**src/rtl/core/tsca_pkg.sv**
```systemverilog
// Package for the temperature scratchpad checker and averager.
// Types, codes and sizes shared by the front, the queue, the back and the top level.
// No dependencies.
package tsca_pkg;

    // Scratchpad frame: bytes 0/1 carry the reading, the last byte is the CRC.
    localparam int FRAME_BYTES = 9;
    localparam int POS_W       = $clog2(FRAME_BYTES);

    localparam int BYTE_W      = 8;
    localparam int READING_W   = 16;
    localparam int SUM_W       = 24;
    localparam int STATUS_W    = 2;
    localparam int SPA_W       = 8;

    localparam logic [SPA_W-1:0] SPA_RESET = SPA_W'(4);

    // Dallas CRC-8, reflected polynomial x^8+x^5+x^4+1.
    localparam logic [BYTE_W-1:0] CRC_POLY = 8'h8C;

    // Frame event queue between front and back.
    localparam int QUEUE_DEPTH = 2;
    localparam int QUEUE_AW    = $clog2(QUEUE_DEPTH);

    // Divider runs one quotient bit per cycle over the whole sum.
    localparam int DIV_STEPS = SUM_W;
    localparam int STEP_W    = $clog2(DIV_STEPS);

    typedef enum logic [STATUS_W-1:0] {
        ST_ACCUM   = 2'd0,
        ST_CRC_ERR = 2'd1,
        ST_AVERAGE = 2'd2
    } t_status;

    // One finished frame, as classified by the front.
    typedef struct packed {
        logic                 crc_ok;
        logic [READING_W-1:0] reading;
    } t_frame_evt;

endpackage

```
**src/rtl/core/tsca_if.sv**
```systemverilog
// Valid/ready channel interfaces for scratchpad bytes and frame results.
// Depends on tsca_pkg for field widths.
interface tsca_byte_if;
    logic                        valid;
    logic                        ready;
    logic [tsca_pkg::BYTE_W-1:0] scratch_byte;

    modport source (output valid, output scratch_byte, input ready);
    modport sink   (input valid, input scratch_byte, output ready);
endinterface

interface tsca_result_if;
    logic                                  valid;
    logic                                  ready;
    logic [tsca_pkg::STATUS_W-1:0]         frame_status;
    logic signed [tsca_pkg::READING_W-1:0] average_temperature;

    modport source (output valid, output frame_status, output average_temperature,
                    input ready);
    modport sink   (input valid, input frame_status, input average_temperature,
                    output ready);
endinterface

```
**src/rtl/core/tsca_front.sv**
```systemverilog
// Front end: takes scratchpad bytes, tracks frame position, CRC and reading bytes.
// Emits one frame event per frame into the queue. Depends on tsca_pkg.
module tsca_front (
    input  logic                          i_clk,
    input  logic                          i_rst_n,
    input  logic                          i_valid,
    input  logic [tsca_pkg::BYTE_W-1:0]   i_byte,
    output logic                          o_ready,
    input  logic                          i_full,
    output logic                          o_push,
    output tsca_pkg::t_frame_evt          o_evt
);

    localparam logic [tsca_pkg::POS_W-1:0] LAST_POS = tsca_pkg::POS_W'(tsca_pkg::FRAME_BYTES - 1);

    function automatic logic [tsca_pkg::BYTE_W-1:0] crc_update(
        input logic [tsca_pkg::BYTE_W-1:0] crc_in,
        input logic [tsca_pkg::BYTE_W-1:0] data_in
    );
        logic [tsca_pkg::BYTE_W-1:0] crc;
        logic [tsca_pkg::BYTE_W-1:0] d;
        logic                        mix;
        crc = crc_in;
        d   = data_in;
        for (int k = 0; k < tsca_pkg::BYTE_W; k++) begin
            mix = crc[0] ^ d[0];
            crc = crc >> 1;
            if (mix) begin
                crc = crc ^ tsca_pkg::CRC_POLY;
            end
            d = d >> 1;
        end
        return crc;
    endfunction

    logic [tsca_pkg::POS_W-1:0]  r_pos, n_pos;
    logic [tsca_pkg::BYTE_W-1:0] r_crc, n_crc;
    logic [tsca_pkg::BYTE_W-1:0] r_lo, n_lo;
    logic [tsca_pkg::BYTE_W-1:0] r_hi, n_hi;
    logic                        take;
    logic                        last;

    assign o_ready = !i_full;
    assign take    = i_valid && o_ready;
    assign last    = (r_pos == LAST_POS);

    assign o_push         = take && last;
    assign o_evt.crc_ok   = (r_crc == i_byte);
    assign o_evt.reading  = {r_hi, r_lo};

    always_comb begin
        n_pos = r_pos;
        n_crc = r_crc;
        n_lo  = r_lo;
        n_hi  = r_hi;
        if (take) begin
            if (last) begin
                n_pos = '0;
                n_crc = '0;
            end else begin
                if (r_pos == '0) begin
                    n_lo = i_byte;
                end
                if (r_pos == tsca_pkg::POS_W'(1)) begin
                    n_hi = i_byte;
                end
                n_crc = crc_update(r_crc, i_byte);
                n_pos = r_pos + tsca_pkg::POS_W'(1);
            end
        end
    end

    always_ff @(posedge i_clk) begin
        if (!i_rst_n) begin
            r_pos <= '0;
            r_crc <= '0;
            r_lo  <= '0;
            r_hi  <= '0;
        end else begin
            r_pos <= n_pos;
            r_crc <= n_crc;
            r_lo  <= n_lo;
            r_hi  <= n_hi;
        end
    end

endmodule

```
**src/rtl/core/tsca_queue.sv**
```systemverilog
// Short frame event queue between front and back.
// Depends on tsca_pkg for depth and entry type.
module tsca_queue (
    input  logic                 i_clk,
    input  logic                 i_rst_n,
    input  logic                 i_push,
    input  tsca_pkg::t_frame_evt i_evt,
    output logic                 o_full,
    input  logic                 i_pop,
    output logic                 o_empty,
    output tsca_pkg::t_frame_evt o_evt
);

    tsca_pkg::t_frame_evt r_mem [tsca_pkg::QUEUE_DEPTH];

    logic [tsca_pkg::QUEUE_AW-1:0] r_wr, r_rd;
    logic [tsca_pkg::QUEUE_AW:0]   r_cnt;
    logic                          do_push, do_pop;

    assign o_full  = (r_cnt == (tsca_pkg::QUEUE_AW+1)'(tsca_pkg::QUEUE_DEPTH));
    assign o_empty = (r_cnt == '0);
    assign o_evt   = r_mem[r_rd];
    assign do_push = i_push && !o_full;
    assign do_pop  = i_pop && !o_empty;

    function automatic logic [tsca_pkg::QUEUE_AW-1:0] ptr_next(
        input logic [tsca_pkg::QUEUE_AW-1:0] p
    );
        if (p == tsca_pkg::QUEUE_AW'(tsca_pkg::QUEUE_DEPTH - 1)) begin
            return '0;
        end
        return p + tsca_pkg::QUEUE_AW'(1);
    endfunction

    always_ff @(posedge i_clk) begin
        if (do_push) begin
            r_mem[r_wr] <= i_evt;
        end
    end

    always_ff @(posedge i_clk) begin
        if (!i_rst_n) begin
            r_wr  <= '0;
            r_rd  <= '0;
            r_cnt <= '0;
        end else begin
            if (do_push) begin
                r_wr <= ptr_next(r_wr);
            end
            if (do_pop) begin
                r_rd <= ptr_next(r_rd);
            end
            if (do_push && !do_pop) begin
                r_cnt <= r_cnt + (tsca_pkg::QUEUE_AW+1)'(1);
            end else if (do_pop && !do_push) begin
                r_cnt <= r_cnt - (tsca_pkg::QUEUE_AW+1)'(1);
            end
        end
    end

endmodule

```
**src/rtl/core/tsca_back.sv**
```systemverilog
// Back end: sample count, signed sum, serial divider and the result register.
// Holds the samples-per-average register. Depends on tsca_pkg.
module tsca_back (
    input  logic                                  i_clk,
    input  logic                                  i_rst_n,
    input  logic                                  i_cfg_we,
    input  logic [tsca_pkg::SPA_W-1:0]            i_cfg_data,
    input  logic                                  i_empty,
    input  tsca_pkg::t_frame_evt                  i_evt,
    output logic                                  o_pop,
    output logic                                  o_valid,
    input  logic                                  i_ready,
    output logic [tsca_pkg::STATUS_W-1:0]         o_status,
    output logic signed [tsca_pkg::READING_W-1:0] o_avg
);

    typedef enum logic [2:0] {
        S_IDLE = 3'b001,
        S_DIV  = 3'b010,
        S_DONE = 3'b100
    } t_state;

    t_state                             r_state, n_state;
    logic [tsca_pkg::SPA_W-1:0]         r_spa;
    logic [tsca_pkg::SPA_W-1:0]         r_cnt, n_cnt;
    logic [tsca_pkg::SUM_W-1:0]         r_sum, n_sum;
    logic [tsca_pkg::SPA_W-1:0]         r_div, n_div;
    logic [tsca_pkg::SUM_W-1:0]         r_quo, n_quo;
    logic [tsca_pkg::SPA_W-1:0]         r_rem, n_rem;
    logic                               r_neg, n_neg;
    logic [tsca_pkg::STEP_W-1:0]        r_step, n_step;
    logic                               r_out_valid, n_out_valid;
    logic [tsca_pkg::STATUS_W-1:0]      r_out_status, n_out_status;
    logic [tsca_pkg::READING_W-1:0]     r_out_avg, n_out_avg;

    logic                               slot_free;
    logic [tsca_pkg::SUM_W-1:0]         reading_ext;
    logic [tsca_pkg::SPA_W:0]           rem_sh;
    logic [tsca_pkg::SPA_W:0]           rem_sub;
    logic                               ge;

    assign slot_free   = !r_out_valid || i_ready;
    assign reading_ext = {{(tsca_pkg::SUM_W - tsca_pkg::READING_W){i_evt.reading[tsca_pkg::READING_W-1]}},
                          i_evt.reading};
    assign o_pop       = (r_state == S_IDLE) && !i_empty && slot_free;

    // restoring divide step
    assign rem_sh  = {r_rem, r_quo[tsca_pkg::SUM_W-1]};
    assign ge      = (rem_sh >= {1'b0, r_div});
    assign rem_sub = rem_sh - {1'b0, r_div};

    always_comb begin
        n_state      = r_state;
        n_cnt        = r_cnt;
        n_sum        = r_sum;
        n_div        = r_div;
        n_quo        = r_quo;
        n_rem        = r_rem;
        n_neg        = r_neg;
        n_step       = r_step;
        n_out_valid  = r_out_valid && !i_ready;
        n_out_status = r_out_status;
        n_out_avg    = r_out_avg;
        unique case (r_state)
            S_IDLE: begin
                if (o_pop) begin
                    if (!i_evt.crc_ok) begin
                        n_cnt        = '0;
                        n_sum        = '0;
                        n_out_valid  = 1'b1;
                        n_out_status = tsca_pkg::ST_CRC_ERR;
                        n_out_avg    = '0;
                    end else if (r_cnt < r_spa) begin
                        n_cnt        = r_cnt + tsca_pkg::SPA_W'(1);
                        n_sum        = r_sum + reading_ext;
                        n_out_valid  = 1'b1;
                        n_out_status = tsca_pkg::ST_ACCUM;
                        n_out_avg    = '0;
                    end else if (r_spa == '0) begin
                        n_cnt        = '0;
                        n_sum        = '0;
                        n_out_valid  = 1'b1;
                        n_out_status = tsca_pkg::ST_AVERAGE;
                        n_out_avg    = '0;
                    end else begin
                        n_cnt   = '0;
                        n_sum   = '0;
                        n_div   = r_spa;
                        n_neg   = r_sum[tsca_pkg::SUM_W-1];
                        n_quo   = r_sum[tsca_pkg::SUM_W-1] ? (~r_sum + tsca_pkg::SUM_W'(1)) : r_sum;
                        n_rem   = '0;
                        n_step  = '0;
                        n_state = S_DIV;
                    end
                end
            end
            S_DIV: begin
                n_quo  = {r_quo[tsca_pkg::SUM_W-2:0], ge};
                n_rem  = ge ? rem_sub[tsca_pkg::SPA_W-1:0] : rem_sh[tsca_pkg::SPA_W-1:0];
                n_step = r_step + tsca_pkg::STEP_W'(1);
                if (r_step == tsca_pkg::STEP_W'(tsca_pkg::DIV_STEPS - 1)) begin
                    n_state = S_DONE;
                end
            end
            S_DONE: begin
                if (slot_free) begin
                    n_out_valid  = 1'b1;
                    n_out_status = tsca_pkg::ST_AVERAGE;
                    n_out_avg    = r_neg ? (~r_quo[tsca_pkg::READING_W-1:0] + tsca_pkg::READING_W'(1))
                                         : r_quo[tsca_pkg::READING_W-1:0];
                    n_state      = S_IDLE;
                end
            end
            default: begin
                n_state = S_IDLE;
            end
        endcase
    end

    always_ff @(posedge i_clk) begin
        if (!i_rst_n) begin
            r_state     <= S_IDLE;
            r_spa       <= tsca_pkg::SPA_RESET;
            r_cnt       <= '0;
            r_sum       <= '0;
            r_out_valid <= 1'b0;
        end else begin
            r_state     <= n_state;
            r_cnt       <= n_cnt;
            r_sum       <= n_sum;
            r_out_valid <= n_out_valid;
            if (i_cfg_we) begin
                r_spa <= i_cfg_data;
            end
        end
    end

    always_ff @(posedge i_clk) begin
        r_div        <= n_div;
        r_quo        <= n_quo;
        r_rem        <= n_rem;
        r_neg        <= n_neg;
        r_step       <= n_step;
        r_out_status <= n_out_status;
        r_out_avg    <= n_out_avg;
    end

    assign o_valid  = r_out_valid;
    assign o_status = r_out_status;
    assign o_avg    = r_out_avg;

endmodule

```
**src/rtl/core/temp_scratchpad_check_average_top.sv**
```systemverilog
// Top level of the temperature scratchpad checker and averager.
// Depends on tsca_pkg, tsca_if, tsca_front, tsca_queue and tsca_back.
//
//  channel   | dir | handshake          | payload
//  ----------+-----+--------------------+--------------------------------------
//  i_byte    | in  | valid/ready        | scratch_byte[7:0]
//  o_result  | out | valid/ready        | frame_status[1:0], average_temperature
//  i_cfg_*   | in  | write enable only  | samples_per_average[7:0]
//
// Bytes are taken one per cycle while the frame queue has room; non-final
// bytes produce no item. A frame's last byte yields one result item:
// accumulate, CRC error and zero-divisor frames go straight to the result
// register; an average first runs the one-bit-per-cycle serial divider.
// Reset (i_rst_n low at a clock edge) clears position, CRC, count, sum and
// restores samples_per_average to 4. A stalled output holds its item; the
// front keeps taking bytes until the two-entry queue fills.
module temp_scratchpad_check_average_top (
    input  logic                       i_clk,
    input  logic                       i_rst_n,
    tsca_byte_if.sink                  i_byte,
    tsca_result_if.source              o_result,
    input  logic                       i_cfg_we,
    input  logic [tsca_pkg::SPA_W-1:0] i_cfg_data
);

    logic                 q_full;
    logic                 q_empty;
    logic                 q_push;
    logic                 q_pop;
    tsca_pkg::t_frame_evt push_evt;
    tsca_pkg::t_frame_evt pop_evt;

    // front: frame position, CRC, reading capture
    tsca_front u_front (
        .i_clk   (i_clk),
        .i_rst_n (i_rst_n),
        .i_valid (i_byte.valid),
        .i_byte  (i_byte.scratch_byte),
        .o_ready (i_byte.ready),
        .i_full  (q_full),
        .o_push  (q_push),
        .o_evt   (push_evt)
    );

    // decouples byte intake from the divider
    tsca_queue u_queue (
        .i_clk   (i_clk),
        .i_rst_n (i_rst_n),
        .i_push  (q_push),
        .i_evt   (push_evt),
        .o_full  (q_full),
        .i_pop   (q_pop),
        .o_empty (q_empty),
        .o_evt   (pop_evt)
    );

    // back: accumulation, average, result register
    tsca_back u_back (
        .i_clk      (i_clk),
        .i_rst_n    (i_rst_n),
        .i_cfg_we   (i_cfg_we),
        .i_cfg_data (i_cfg_data),
        .i_empty    (q_empty),
        .i_evt      (pop_evt),
        .o_pop      (q_pop),
        .o_valid    (o_result.valid),
        .i_ready    (o_result.ready),
        .o_status   (o_result.frame_status),
        .o_avg      (o_result.average_temperature)
    );

endmodule

```
**src/flat_wrapper.sv**
```systemverilog
// flat-port wrapper written by rule: the top's interface ports become plain ports
module temp_scratchpad_check_average_top_flat 
  (i_clk, i_rst_n, i_cfg_we, i_cfg_data, i_byte_valid, i_byte_scratch_byte, i_byte_ready, o_result_valid, o_result_frame_status, o_result_average_temperature, o_result_ready);
  tsca_byte_if i_byte_i ();
  tsca_result_if o_result_i ();
  input  logic i_clk;
  input  logic i_rst_n;
  input  logic i_cfg_we;
  input  logic [tsca_pkg::SPA_W-1:0] i_cfg_data;
  input wire logic [$bits(i_byte_i.valid)-1:0] i_byte_valid;
  input wire logic [$bits(i_byte_i.scratch_byte)-1:0] i_byte_scratch_byte;
  output wire logic [$bits(i_byte_i.ready)-1:0] i_byte_ready;
  output wire logic [$bits(o_result_i.valid)-1:0] o_result_valid;
  output wire logic [$bits(o_result_i.frame_status)-1:0] o_result_frame_status;
  output wire logic [$bits(o_result_i.average_temperature)-1:0] o_result_average_temperature;
  input wire logic [$bits(o_result_i.ready)-1:0] o_result_ready;
  assign i_byte_i.valid = i_byte_valid;
  assign i_byte_i.scratch_byte = i_byte_scratch_byte;
  assign i_byte_ready = i_byte_i.ready;
  assign o_result_valid = o_result_i.valid;
  assign o_result_frame_status = o_result_i.frame_status;
  assign o_result_average_temperature = o_result_i.average_temperature;
  assign o_result_i.ready = o_result_ready;
  temp_scratchpad_check_average_top u_core (.i_clk(i_clk), .i_rst_n(i_rst_n), .i_byte(i_byte_i), .o_result(o_result_i), .i_cfg_we(i_cfg_we), .i_cfg_data(i_cfg_data));
endmodule
```
**config.mk**
```make
export PLATFORM = sky130hd
export DESIGN_NAME = temp_scratchpad_check_average_top_flat
export DESIGN_NICKNAME = d
export VERILOG_FILES = /design/src/rtl/core/tsca_pkg.sv /design/src/rtl/core/tsca_if.sv /design/src/rtl/core/tsca_front.sv /design/src/rtl/core/tsca_queue.sv /design/src/rtl/core/tsca_back.sv /design/src/rtl/core/temp_scratchpad_check_average_top.sv /design/src/flat_wrapper.sv
export SDC_FILE = /design/constraint.sdc
export NUM_CORES = 1
export LEC_CHECK = 0
export ABC_AREA = 1
export BUFFER_PORTS_ARGS = -buffer_cell sky130_fd_sc_hd__buf_2
export CAP_MARGIN = 10
export CORE_ASPECT_RATIO = 1.5
export CORE_MARGIN = 3
export CORE_UTILIZATION = 40
export CTS_CLUSTER_DIAMETER = 150
export DETAILED_ROUTE_END_ITERATION = 16
export GPL_TIMING_DRIVEN = 0
export SLEW_MARGIN = 20
export SYNTH_ARGS = -nofsm -noshare
export SYNTH_HDL_FRONTEND = slang
export SYNTH_SLANG_ARGS = --single-unit
```
**constraint.sdc**
```tcl
create_clock -name i_clk -period 4.8 [get_ports i_clk]
set_input_delay 0.48 -clock i_clk [delete_from_list [all_inputs] [get_ports i_clk]]
set_output_delay 0.48 -clock i_clk [all_outputs]
set_load 0.01 [all_outputs]
```
==> impl_metrics.csv <==
group,metric,value,unit
timing,fin_skew,0.0131,ns
floorplan,die_w,136,um
floorplan,rows,70,
clock_tree,hold_buffers,0,
floorplan,initial_core_util,0.409,
timing,period_needed,3.09,ns
drt,ant_nets,0,
power,clockPowerShare,0.219,
synth,synthFlopType,"edfxtp_1",
power,power.leakage,0.00501,uW
synth,ys_seq_elements,175,
power,comb_power_share,0.437,
synth,synth-seq-area-share,0.445,
synth,synth_cell_types,40,
timing,clock.fmax,0.324,GHz
global_routing,antenna_found_initial,0,
synth,synth_area_leader_cell,"edfxtp_1",
worst_setup_path,crit_path_end_kind,"register",
synth,async_flop_share,0,
synth,syn-mean-instance-area,7.70,sq um
clock_tree,cts_buffer_depth,2,
worst_setup_path,critPathKind,"register to register",
worst_setup_path,path_delay_family,"simple AND/OR/NAND/NOR gates",
timing,rsz0062_at_grt,"no",
synth,yosysWarnings,0,
floorplan,die_area,27200,sq um
timing,worst_slack,1.71,ns
timing,finalSetupViolations,0,
drt,first_iter_violations,445,
worst_setup_path,arrival,3.39,ns
synth,synth_area,10100,sq um
placed_design,routabilityCongestion,0.927,
timing,timing.slew.headroom,0.401,
clock_tree,clkLatencyLatePin,0.44,ns
global_routing,grt-ovfl-total,0,
placed_design,portBuffers,40,
placed_design,dp_slack,1.72,ns
worst_setup_path,critPathMaxStageDelay,0.45,ns
final_layout,syn_to_final_growth,12.1,%
worst_setup_path,crit_top_cell,"nand2_1",
clock_tree,clk_pin_slew,0.07,ns
timing,timing.setup.tns,0,ns
power,switchingPower,2610,uW
worst_setup_path,critical_path.slowest_cell,"buf_1",
clock_tree,cts_htree_levels,4,
synth,synthCells,1308,
clock_tree,clock_sinks,175,
floorplan,ios,41,
worst_setup_path,worstPathMaxFanout,10,
min_path,worstHoldStart,"i_cfg_data[2]",
synth,netlist_top_cells_area,"edfxtp_1 29%, dfxtp_1 15%, nand2_1 13%",
drt,drc,0,
global_routing,grt_pass1_vias,8297,
power,seq_power_share,0.344,
drt,via_per_inst,4.92,
floorplan,die-height,200,um
worst_setup_path,crit_chain,"buf_2, buf_1, mux2_2, ha_1, nand2_1, nor2_1, nand3_1, nand3_1, nand2_1, nand2_1, nand2_1, nand3_1, a21oi_1",
power,switching_share,0.424,
status,status,"finished clean",
global_routing,grt_pass1_wl,39.3,mm
power,p_int,3530,uW
timing,final_max_slew_viol_count,0,
min_path,min_path_type,"primary input to register",
final_layout,nNetsFinal,1439,
job,cap_violations,0,
power,cellPowerDensity,543,nW/um^2
timing,finalHoldViolations,0,
final_layout,antenna_cells,0,
drt,avgRoutedWirePerCell,13.7,um
placed_design,dpl.hpwl,18.5,mm
worst_setup_path,startpoint_type,"register",
synth,synth_top_area_share,0.292,
power,vdd_ir_drop_max,0.287,mV
synth,synth_edf_count,98,
global_routing,grt_max_degree,34,
placed_design,dpl_cell_area,10700,sq um
drt,finalWirelength,23.5,mm
drt,dr_total_vias,8395,
clock_tree,cts_tree,"done",
final_layout,drive_above_1_share,0.0868,
timing,worst_slew_pin_slew,0.892,ns
clock_tree,clk_root_buffer_cell,"clkbuf_16",
clock_tree,cts_setup_buffers,0,
clock_tree,cts_resized,0,
synth,syn_nets,1377,
global_routing,track_usage,0.178,
final_layout,design_area,11300,sq um
worst_setup_path,cp_num_buf_inv,2,
worst_setup_path,required,5.10,ns
clock_tree,cts_made_buffers,17,
timing,fin_crit_sh,0.643,
drt,first_pass_iters,5,
floorplan,core_area,24600,sq um
worst register-to-register path: stages, from the launching register on:
cell and delay (ns):
dfxtp_1 0.30, buf_2 0.23, buf_1 0.45, mux2_2 0.40, ha_1 0.36, nand2_1 0.09, nor2_1 0.39, nand3_1 0.13
nand3_1 0.22, nand2_1 0.12, nand2_1 0.07, nand2_1 0.04, nand3_1 0.08, a21oi_1 0.07
sequential cells by signal, summed over array words and instances, names as in the netlist, 5 cells and up, named ones only:
name	flops
u_core.u_front.r_lo	8
u_core.u_back.o_avg	16
u_core.u_back.r_spa	8
u_core.u_back.r_sum	24
u_core.u_back.r_step	5
u_core.u_front.r_crc	8
u_core.u_back.r_quo	24
u_core.u_back.r_cnt	8
u_core.u_queue.r_mem	34
u_core.u_back.r_rem	8
u_core.u_back.r_div	8
u_core.u_front.r_hi	8
cells in the mapped netlist, types with 2 or more instances:
| master | number |
|---|---|
| a21oi_1 | 96 |
| a31oi_1 | 2 |
| and3_1 | 2 |
| buf_1 | 4 |
| buf_2 | 4 |
| buf_6 | 2 |
| clkbuf_1 | 18 |
| dfxtp_1 | 77 |
| edfxtp_1 | 98 |
| fa_1 | 2 |
| ha_1 | 46 |
| inv_1 | 176 |
| inv_2 | 3 |
| mux2_2 | 15 |
| nand2_1 | 348 |
| nand3_1 | 90 |
| nand3b_1 | 8 |
| nand4_1 | 15 |
| nor2_1 | 137 |
| nor2_4 | 3 |
| nor3_1 | 16 |
| nor4_1 | 2 |
| o211ai_1 | 2 |
| o21ai_0 | 78 |
| o21bai_1 | 2 |
| o31ai_1 | 2 |
| or2_2 | 7 |
| xnor2_1 | 14 |
| xor2_1 | 28 |
final cells by class:
class                      count  area (sq um)
fill                        2447         13300
multi-input combinational    925          4790
sequential                   175          4480
inverter                     179           672
clock buffer                  17           425
tap                          324           405
timing repair buffer          43           243
clock inverter                15           144
buffer                        29           133
layout by cell type, fill, tap and decap left out, types with 7 or more instances in the layout:
cell type    n
nand2_1    348
inv_1      176
nor2_1     135
edfxtp_1    98
a21oi_1     96
nand3_1     90
o21ai_0     77
dfxtp_1     77
ha_1        46
buf_2       44
xor2_1      28
clkbuf_1    18
clkbuf_16   17
nor3_1      16
nand4_1     15
mux2_2      15
xnor2_1     14
nand3b_1     8
or2_2        7
logic make-up after synthesis:
group,Yosys count,share of synthesized area
adders and majority gates,48,0.0611
DFF,175,0.445
muxes,15,0.0168
xor gates and xnor gates,42,0.0365
buffers and inverters,208,0.0798
and+or+nand+nor,633,0.265
AOI/OAI and AO/OA,187,0.0960
power groups by stage:
stage / logic, uW / clock network, uW / registers (uW)
finish: 2680 / 1350 / 2110
CTS: 2690 / 1370 / 2110
global route: 3070 / 1440 / 2140
global placement: 2640 / 0 / 2140
detailed placement: 2670 / 0 / 2150
floorplan: 1990 / 0 / 2130
through the flow:
stage | hold WS, ns | std cells | utilization | power (uW)
after floorplan | 0.408 | 1308 | - | 4120
after global placement | 0.414 | 1672 | 0.434 | 4780
after detailed placement | 0.418 | 1675 | 0.436 | 4820
after CTS | 0.262 | 1707 | 0.459 | 6170
after global routing | 0.283 | 1707 | 0.459 | 6660
final | 0.275 | 1707 | 0.459 | 6140
metal layers:
layer / vias up / wire length, um / share of wire / track usage
met1: 3793 / 9590 / 0.41 / 0.196
li1: 4413 / - / - / -
met4: 0 / 889 / 0.038 / 0.0843
met2: 129 / 12400 / 0.53 / 0.330
met3: 60 / 587 / 0.025 / 0.0259
met5: - / 0 / 0 / 0
path summary, 6_finish.rpt:
check / endpoint / slack, ns / cells after the start
setup / recovery: u_core.u_back.r_sum[18] / 1.71 / 13
hold / removal: u_core.u_back.r_spa[2] / 0.28 / 3
hold reg to reg: u_core.u_back.r_div[7] / 0.43 / 0
setup reg to reg: u_core.u_back.r_sum[18] / 1.71 / 13
(Power assumes the default switching activity.)
